`src/rtl/core/grid_path_count_through_color_core_assert.svh`:
```
// assertion macros for the grid path counter core
// used by the top level only, no other dependencies
`ifndef GRID_PATH_COUNT_THROUGH_COLOR_CORE_ASSERT_SVH
`define GRID_PATH_COUNT_THROUGH_COLOR_CORE_ASSERT_SVH
`ifndef SYNTH
`define GPC_ASSERT(lbl, prop) \
  lbl: assert property (@(posedge clk_i) disable iff (!rst_ni) prop) \
    else $error("gpc assertion failed");
`define GPC_ASSERT_NEXT(lbl, ante, cons) \
  lbl: assert property (@(posedge clk_i) disable iff (!rst_ni) (ante) |=> (cons)) \
    else $error("gpc assertion failed");
`else
`define GPC_ASSERT(lbl, prop)
`define GPC_ASSERT_NEXT(lbl, ante, cons)
`endif
`endif

```
`src/rtl/core/gpc_pkg.sv`:
```
// shared types, constants and modular add for the grid path counter
// no dependencies
package gpc_pkg;

  localparam int VAL_W      = 30;
  localparam int ROWS_W     = 16;
  localparam int COLS_W     = 11;
  localparam int COLOR_W    = 20;
  localparam int CFG_IDX_W  = 2;
  localparam int CFG_DATA_W = 20;

  localparam logic [VAL_W-1:0] PRIME = 30'd998244353;

  typedef enum logic [CFG_IDX_W-1:0] {
    REG_GRID_ROWS    = 2'd0,
    REG_GRID_COLS    = 2'd1,
    REG_TARGET_COLOR = 2'd2
  } cfg_reg_e;

  typedef struct packed {
    logic first_row;
    logic first_col;
    logic hit;
  } cell_ctrl_t;

  function automatic logic [VAL_W-1:0] mod_add(input logic [VAL_W-1:0] a,
                                               input logic [VAL_W-1:0] b);
    logic [VAL_W:0] sum;
    logic [VAL_W:0] diff;
    sum  = {1'b0, a} + {1'b0, b};
    diff = sum - {1'b0, PRIME};
    return (sum >= {1'b0, PRIME}) ? diff[VAL_W-1:0] : sum[VAL_W-1:0];
  endfunction

endpackage

```
`src/rtl/core/gpc_update.sv`:
```
// per-cell count update: above plus left, then fold at a target cell
// depends on gpc_pkg
module gpc_update (
  input  gpc_pkg::cell_ctrl_t            ctrl_i,
  input  logic [gpc_pkg::VAL_W-1:0]      up_avoid_i,
  input  logic [gpc_pkg::VAL_W-1:0]      up_through_i,
  input  logic [gpc_pkg::VAL_W-1:0]      left_avoid_i,
  input  logic [gpc_pkg::VAL_W-1:0]      left_through_i,
  output logic [gpc_pkg::VAL_W-1:0]      avoid_o,
  output logic [gpc_pkg::VAL_W-1:0]      through_o
);

  logic [gpc_pkg::VAL_W-1:0] ua, ut, la, lt, sa, st;

  always_comb begin
    ua = ctrl_i.first_row ? '0 : up_avoid_i;
    ut = ctrl_i.first_row ? '0 : up_through_i;
    la = ctrl_i.first_col ? '0 : left_avoid_i;
    lt = ctrl_i.first_col ? '0 : left_through_i;
    // top-left cell seeds a single avoiding path
    if (ctrl_i.first_row && ctrl_i.first_col) begin
      sa = gpc_pkg::VAL_W'(1);
      st = '0;
    end else begin
      sa = gpc_pkg::mod_add(ua, la);
      st = gpc_pkg::mod_add(ut, lt);
    end
    if (ctrl_i.hit) begin
      avoid_o   = '0;
      through_o = gpc_pkg::mod_add(st, sa);
    end else begin
      avoid_o   = sa;
      through_o = st;
    end
  end

endmodule
```
`config.mk`:
```
export PLATFORM = sky130hd
export DESIGN_NAME = gpc_update
export DESIGN_NICKNAME = d
export VERILOG_FILES = /design/src/rtl/core/grid_path_count_through_color_core_assert.svh /design/src/rtl/core/gpc_pkg.sv /design/src/rtl/core/gpc_update.sv
export SDC_FILE = /design/constraint.sdc
export NUM_CORES = 1
export LEC_CHECK = 0
export BUFFER_PORTS_ARGS = -buffer_cell sky130_fd_sc_hd__buf_4
export CAP_MARGIN = 20
export CELL_PAD_IN_SITES_DETAIL_PLACEMENT = 1
export CELL_PAD_IN_SITES_GLOBAL_PLACEMENT = 2
export CORE_MARGIN = 2
export CORE_UTILIZATION = 24
export DETAILED_ROUTE_END_ITERATION = 10
export PLACE_DENSITY_LB_ADDON = 0.1
export SLEW_MARGIN = 20
export SYNTH_ARGS = -nofsm -noshare
export SYNTH_HDL_FRONTEND = slang
export SYNTH_SLANG_ARGS = --single-unit
```
`constraint.sdc`:
```
create_clock -name vclk -period 24.7
set_input_delay 1.235 -clock vclk [all_inputs]
set_output_delay 1.235 -clock vclk [all_outputs]
set_load 0.01 [all_outputs]
```
==> impl_metrics.csv, run 1 <==
group,metric,value,unit
global_route,grt_pass1_wl,65900,um
synthesis,yosysSeqAreaShare,0,
run,drv_cap,0,
setup_path,endpoint_kind,"output pin",
detailed_routing,drt_first_pass_iters,4,
final_layout,final_area,11100,um2
min_path,holdPathEnd,"through_o[26]",
sta,final.period_utilization,0.499,
sta,worstMarginPinSlew,890,ps
power,power.leakage,0.00480,uW
global_route,antenna_found_initial,0,
power,peakVddDrop,0.0000141,V
final_layout,drive_gt1_frac,0.166,
cts,hold_buffers,0,
sta,maxClockFrequency,81.1,MHz
global_route,grt_pass1_vias,11000,
floorplanning,io_pins,183,
placement,placedCellCount,2042,
detailed_routing,wirelength,42200,um
setup_path,crit_family,"compound AO/OA/AOI/OAI gates",
final_layout,clkbuf_count,0,
synthesis,synth_nets,1639,
synthesis,netlist_area,9420,um2
setup_path,crit_fanout,62,
sta,setup_tns,0,ps
floorplanning,die_w,202,um
sta,setup_viol,0,
placement,post_dp_cell_area,11100,um2
final_layout,register_area,0,um2
synthesis,synth_area_leaders,"ha_1 13%, nor2b_1 8.3%, xnor2_1 7.3%",
synthesis,synth_top_family_by_area,"simple AND/OR/NAND/NOR gates",
power,powerDensity,39.3,nW/um2
synthesis,synth_compound_area_frac,0.292,
floorplanning,rows,72,
detailed_routing,remaining_drc_errors,0,
synthesis,synth.cells.most_frequent,"144 x nor2_1, 125 x nor2b_1, 109 x nand2_1",
placement,place_congestion,0.844,
final_layout,antenna_cells,0,
sta,drv_slew,0,
setup_path,path_buf_inv,3,
detailed_routing,final_antenna_net_count,0,
global_route,grt_max_degree,63,
detailed_routing,via_per_inst,5.32,
placement,dpl.hpwl,36000,um
synthesis,synthAdderAreaFrac,0.134,
synthesis,netlist.area_leader.share,0.128,
placement,io_buffers,183,
floorplanning,dieArea,40800,um2
cts,post_cts_buffers,0,
setup_path,slowest_delay,740,ps
power,switching_power,266,uW
sta,rsz0062_at_grt,"false",
power,combPwrFrac,1.000,
synthesis,ys_warn_count,0,
synthesis,synth.area.mux_share,0.0411,
run_status,outcome,"complete, no violations",
final_layout,nFlopsAndLatches,0,
power,seq_power_share,0,
power,p_sw_frac,0.609,
synthesis,syn_area_per_cell,6.65,um2
detailed_routing,via_count,10900,
synthesis,synth_xor_area_frac,0.124,
sta,fin_crit,12330,ps
setup_path,crit_path_start_kind,"input pin",
synthesis,synth_top_area_cell,"ha_1",
min_path,hold_path_depth,3,
min_path,min_from,"ctrl_i[0]",
min_path,min_path_type,"input pin to output pin",
setup_path,path_class,"input pin to output pin",
final_layout,syn2layout_area_growth,18.3,%
sta,finalHoldViolations,0,
detailed_routing,wl_per_cell,20.7,um
synthesis,post-synth-top-count-cell,"nor2_1",
setup_path,cp.arrival,11100,ps
synthesis,syn_inst,1417,
setup_path,slowest_stage,"o311ai_0",
final_layout,nets,1748,
global_route,gr-usage-all-layers,0.201,
floorplanning,start_util,0.244,
cts,cts_resized,0,
power,clockPowerShare,0,
floorplanning,coreArea,38600,um2
synthesis,synth_cell_type_count,87,
sta,slew_headroom,0.403,
detailed_routing,drt_iter0_markers,575,
power,p_int,171,uW
floorplanning,die_h,202,um
global_route,overflow,0,
synthesis,synth-simple-area-share,0.361,
setup_path,required,23470,ps
final_layout,final_cells,2042,
## metrics by stage
step / utilization / hold slack, ps / setup WS (ps) / total power (uW)
after detailed placement: 0.288 / 3050 / 11930 / 437
after global routing: 0.288 / 3090 / 11490 / 481
after global placement: 0.288 / 3040 / 11900 / 437
after CTS: 0.288 / 3050 / 11910 / 439
final: 0.288 / 3040 / 12370 / 438
after floorplan: - / 2670 / 15020 / 289
## placed cells by master (no fill, tap or decap), types with 8 or more instances in the layout
cell      count
o21bai_1     11
and3_1       16
o21ai_0      62
nand2_1     109
a211oi_1     14
nor2b_1     125
or3_1        16
xnor2_1      78
nor4_1       11
nor2_1      144
o31ai_1       8
nand3_1      43
a21o_1       49
mux2_2       21
o21a_1       17
ha_1         96
a21oi_1     105
inv_1        30
nor3_1       39
and2_1       22
buf_4       188
nand4_1      34
nand2b_1     12
o211ai_1     26
a31oi_1      18
xor2_1       55
and4_1       11
or2_2         9
mux2i_1      15
## cell type report
type	count	area [um2]
fillers	4871	27500
multi-input cells	1306	8970
repair buffers	188	1410
well taps	518	648
inverters	30	113
## kinds of logic after synthesis
| logic type | Yosys count |
|---|---|
| AO/OA/AOI/OAI | 404 |
| XOR/XNOR | 133 |
| adder cells (fa/ha/maj) | 99 |
| buffers and inverters | 111 |
| multiplexers | 36 |
| AND/OR/NAND/NOR | 634 |
## power by group through the flow
stage | logic (uW) | clock network (uW) | registers [uW]
2_1_floorplan | 289 | 0 | 0
4_1_cts | 439 | 0 | 0
6_report | 438 | 0 | 0
3_3_place_gp | 437 | 0 | 0
5_1_grt | 481 | 0 | 0
3_5_place_dp | 437 | 0 | 0
## layer usage
metal,up-vias,share of wire,global-route usage
met5,-,0,0
met4,0,0.021,0.0355
met3,27,0.028,0.00903
met2,202,0.44,0.324
met1,5236,0.51,0.298
li1,5404,-,-
## worst max path at each step
stage                         start            end  cells after the start
after floorplan           ctrl_i[2]  through_o[13]                     33
after global placement    ctrl_i[2]  through_o[18]                     30
after detailed placement  ctrl_i[1]  through_o[18]                     30
after CTS                 ctrl_i[2]  through_o[18]                     30
after global routing      ctrl_i[1]  through_o[18]                     30
final                     ctrl_i[2]  through_o[18]                     30
Note: power is estimated with default switching activity, not from simulation.
==> inputs of run 2 (changes only) <==
clock period = 10.9 ns   (was 24.7 ns; I/O delays follow)
==> run 2 against run 1 <==
  * Clock-buffer cell count unchanged
  * Core utilization up 0.25 points
  * Setup slack worse by 12000 ps
  * Largest cell class unchanged
  * Highest routed layer unchanged
  * Flip-flop and latch count unchanged
  * Combinational power up 130%
  * Non-clock buffer count up 13
  * Worst hold slack worse by 1300 ps
==> impl_metrics.csv, run 2 (synthesized netlist as in run 1, its figures left out) <==
group,metric,value,unit
detailed_routing,drt_first_pass_iters,5,
final_layout,layout_commonest_cell,"buf_4",
power,switching_power,603,uW
setup_path,slowest_delay,760,ps
global_route,use_met2,0.330,
global_route,met1_usage,0.296,
final_layout,syn2layout_area_growth,19.3,%
sta,finalHoldViolations,0,
sta,final.period_utilization,0.924,
floorplanning,rows,72,
detailed_routing,via_count,11000,
setup_path,required,10360,ps
placement,post_dp_cell_area,11200,um2
sta,drv_slew,0,
detailed_routing,final_antenna_net_count,0,
floorplanning,dieArea,40800,um2
power,power.leakage,0.00486,uW
final_layout,clkbuf_count,0,
setup_path,path_class,"input pin to output pin",
floorplanning,die_h,202,um
sta,slew_headroom,0.361,
placement,place_congestion,0.863,
power,peakVddDrop,0.0000294,V
setup_path,crit_fanout,45,
global_route,gr-usage-all-layers,0.199,
sta,worstMarginPinSlew,956,ps
global_route,antenna_found_initial,0,
floorplanning,coreArea,38600,um2
final_layout,register_area,0,um2
setup_path,slowest_stage,"o311ai_0",
min_path,min_path_type,"input pin to output pin",
sta,maxClockFrequency,99.3,MHz
sta,fin_crit,10070,ps
final_layout,multiInputGateArea,8970,um2
global_route,overflow,0,
setup_path,crit_path_frequent_cell,"buf_4",
final_layout,drive_gt1_frac,0.172,
final_layout,fillCellCount,4857,
sta,setup_viol,0,
power,clockPowerShare,0,
power,seq_power_share,0,
floorplanning,start_util,0.244,
detailed_routing,wl_per_cell,20.5,um
run_status,outcome,"complete, no violations",
setup_path,cp.arrival,9530,ps
sta,rsz0062_at_grt,"false",
sta,setup_tns,0,ps
setup_path,startpoint,"ctrl_i[1]",
power,combPwrFrac,1.000,
sta,finalHoldWorstSlack,1700,ps
detailed_routing,wirelength,42100,um
final_layout,nFlopsAndLatches,0,
run,drv_cap,0,
global_route,grt_max_degree,46,
cts,post_cts_buffers,0,
global_route,grt_pass1_vias,11200,
cts,hold_buffers,0,
setup_path,crit_end,"through_o[18]",
global_route,gr-usage-met3,0.0103,
cts,cts_resized,0,
final_layout,mostFrequentLayoutCells,"201 x buf_4, 144 x nor2_1, 125 x nor2b_1",
detailed_routing,remaining_drc_errors,0,
global_route,grt_busiest_layer,"met2",
floorplanning,die_w,202,um
setup_path,crit_path_start_kind,"input pin",
final_layout,antenna_cells,0,
detailed_routing,drt_iter0_markers,518,
setup_path,endpoint_kind,"output pin",
placement,dpl.hpwl,36100,um
power,powerDensity,88.8,nW/um2
power,p_int,395,uW
final_layout,final_area,11200,um2
power,finalPower,998,uW
power,p_sw_frac,0.604,
placement,io_buffers,183,
detailed_routing,via_per_inst,5.33,
floorplanning,io_pins,183,
final_layout,nets,1761,
final_layout,fin_util,0.291,
global_route,grt_pass1_wl,65800,um
run 2: worst min path at each step:
stage               startpoint             to  slack, ps  cells past startpoint
floorplan            ctrl_i[0]   through_o[9]       1290                      2
global placement     ctrl_i[0]  through_o[26]       1700                      3
detailed placement   ctrl_i[0]  through_o[26]       1710                      3
CTS                  ctrl_i[0]  through_o[26]       1710                      3
global route         ctrl_i[0]  through_o[26]       1730                      3
finish               ctrl_i[0]  through_o[26]       1700                      3
run 2: power by group through the flow:
stage / Sequential, uW / Clock, uW / Combinational, uW
finish: 0 / 0 / 998
global route: 0 / 0 / 1100
CTS: 0 / 0 / 1000
detailed placement: 0 / 0 / 997
global placement: 0 / 0 / 999
floorplan: 0 / 0 / 655
run 2: cell type report:
cell class	instances	area share
multi-input cells	1306	0.798
repair buffers	201	0.134
well taps	518	0.0577
inverters	30	0.0100
run 2: critical path, delay by kind of cell:
family	cells	cell delay [ps]
xor gates and xnor gates	3	700
adders and majority gates	2	650
buffers and inverters	4	920
and+or+nand+nor	9	2080
AOI/OAI and AO/OA	13	4590
run 2: per-layer routing:
layer / wire, um / up-vias
li1: - / 5425
met1: 21700 / 5327
met2: 18800 / 199
met3: 1210 / 11
met4: 306 / 0
met5: 0 / -
run 2: stage by stage:
stage               std cells  setup slack (ps)
floorplan                1417              2600
global placement         2055               990
detailed placement       2055               912
CTS                      2055               862
global route             2055              83.5
finish                   2055               828
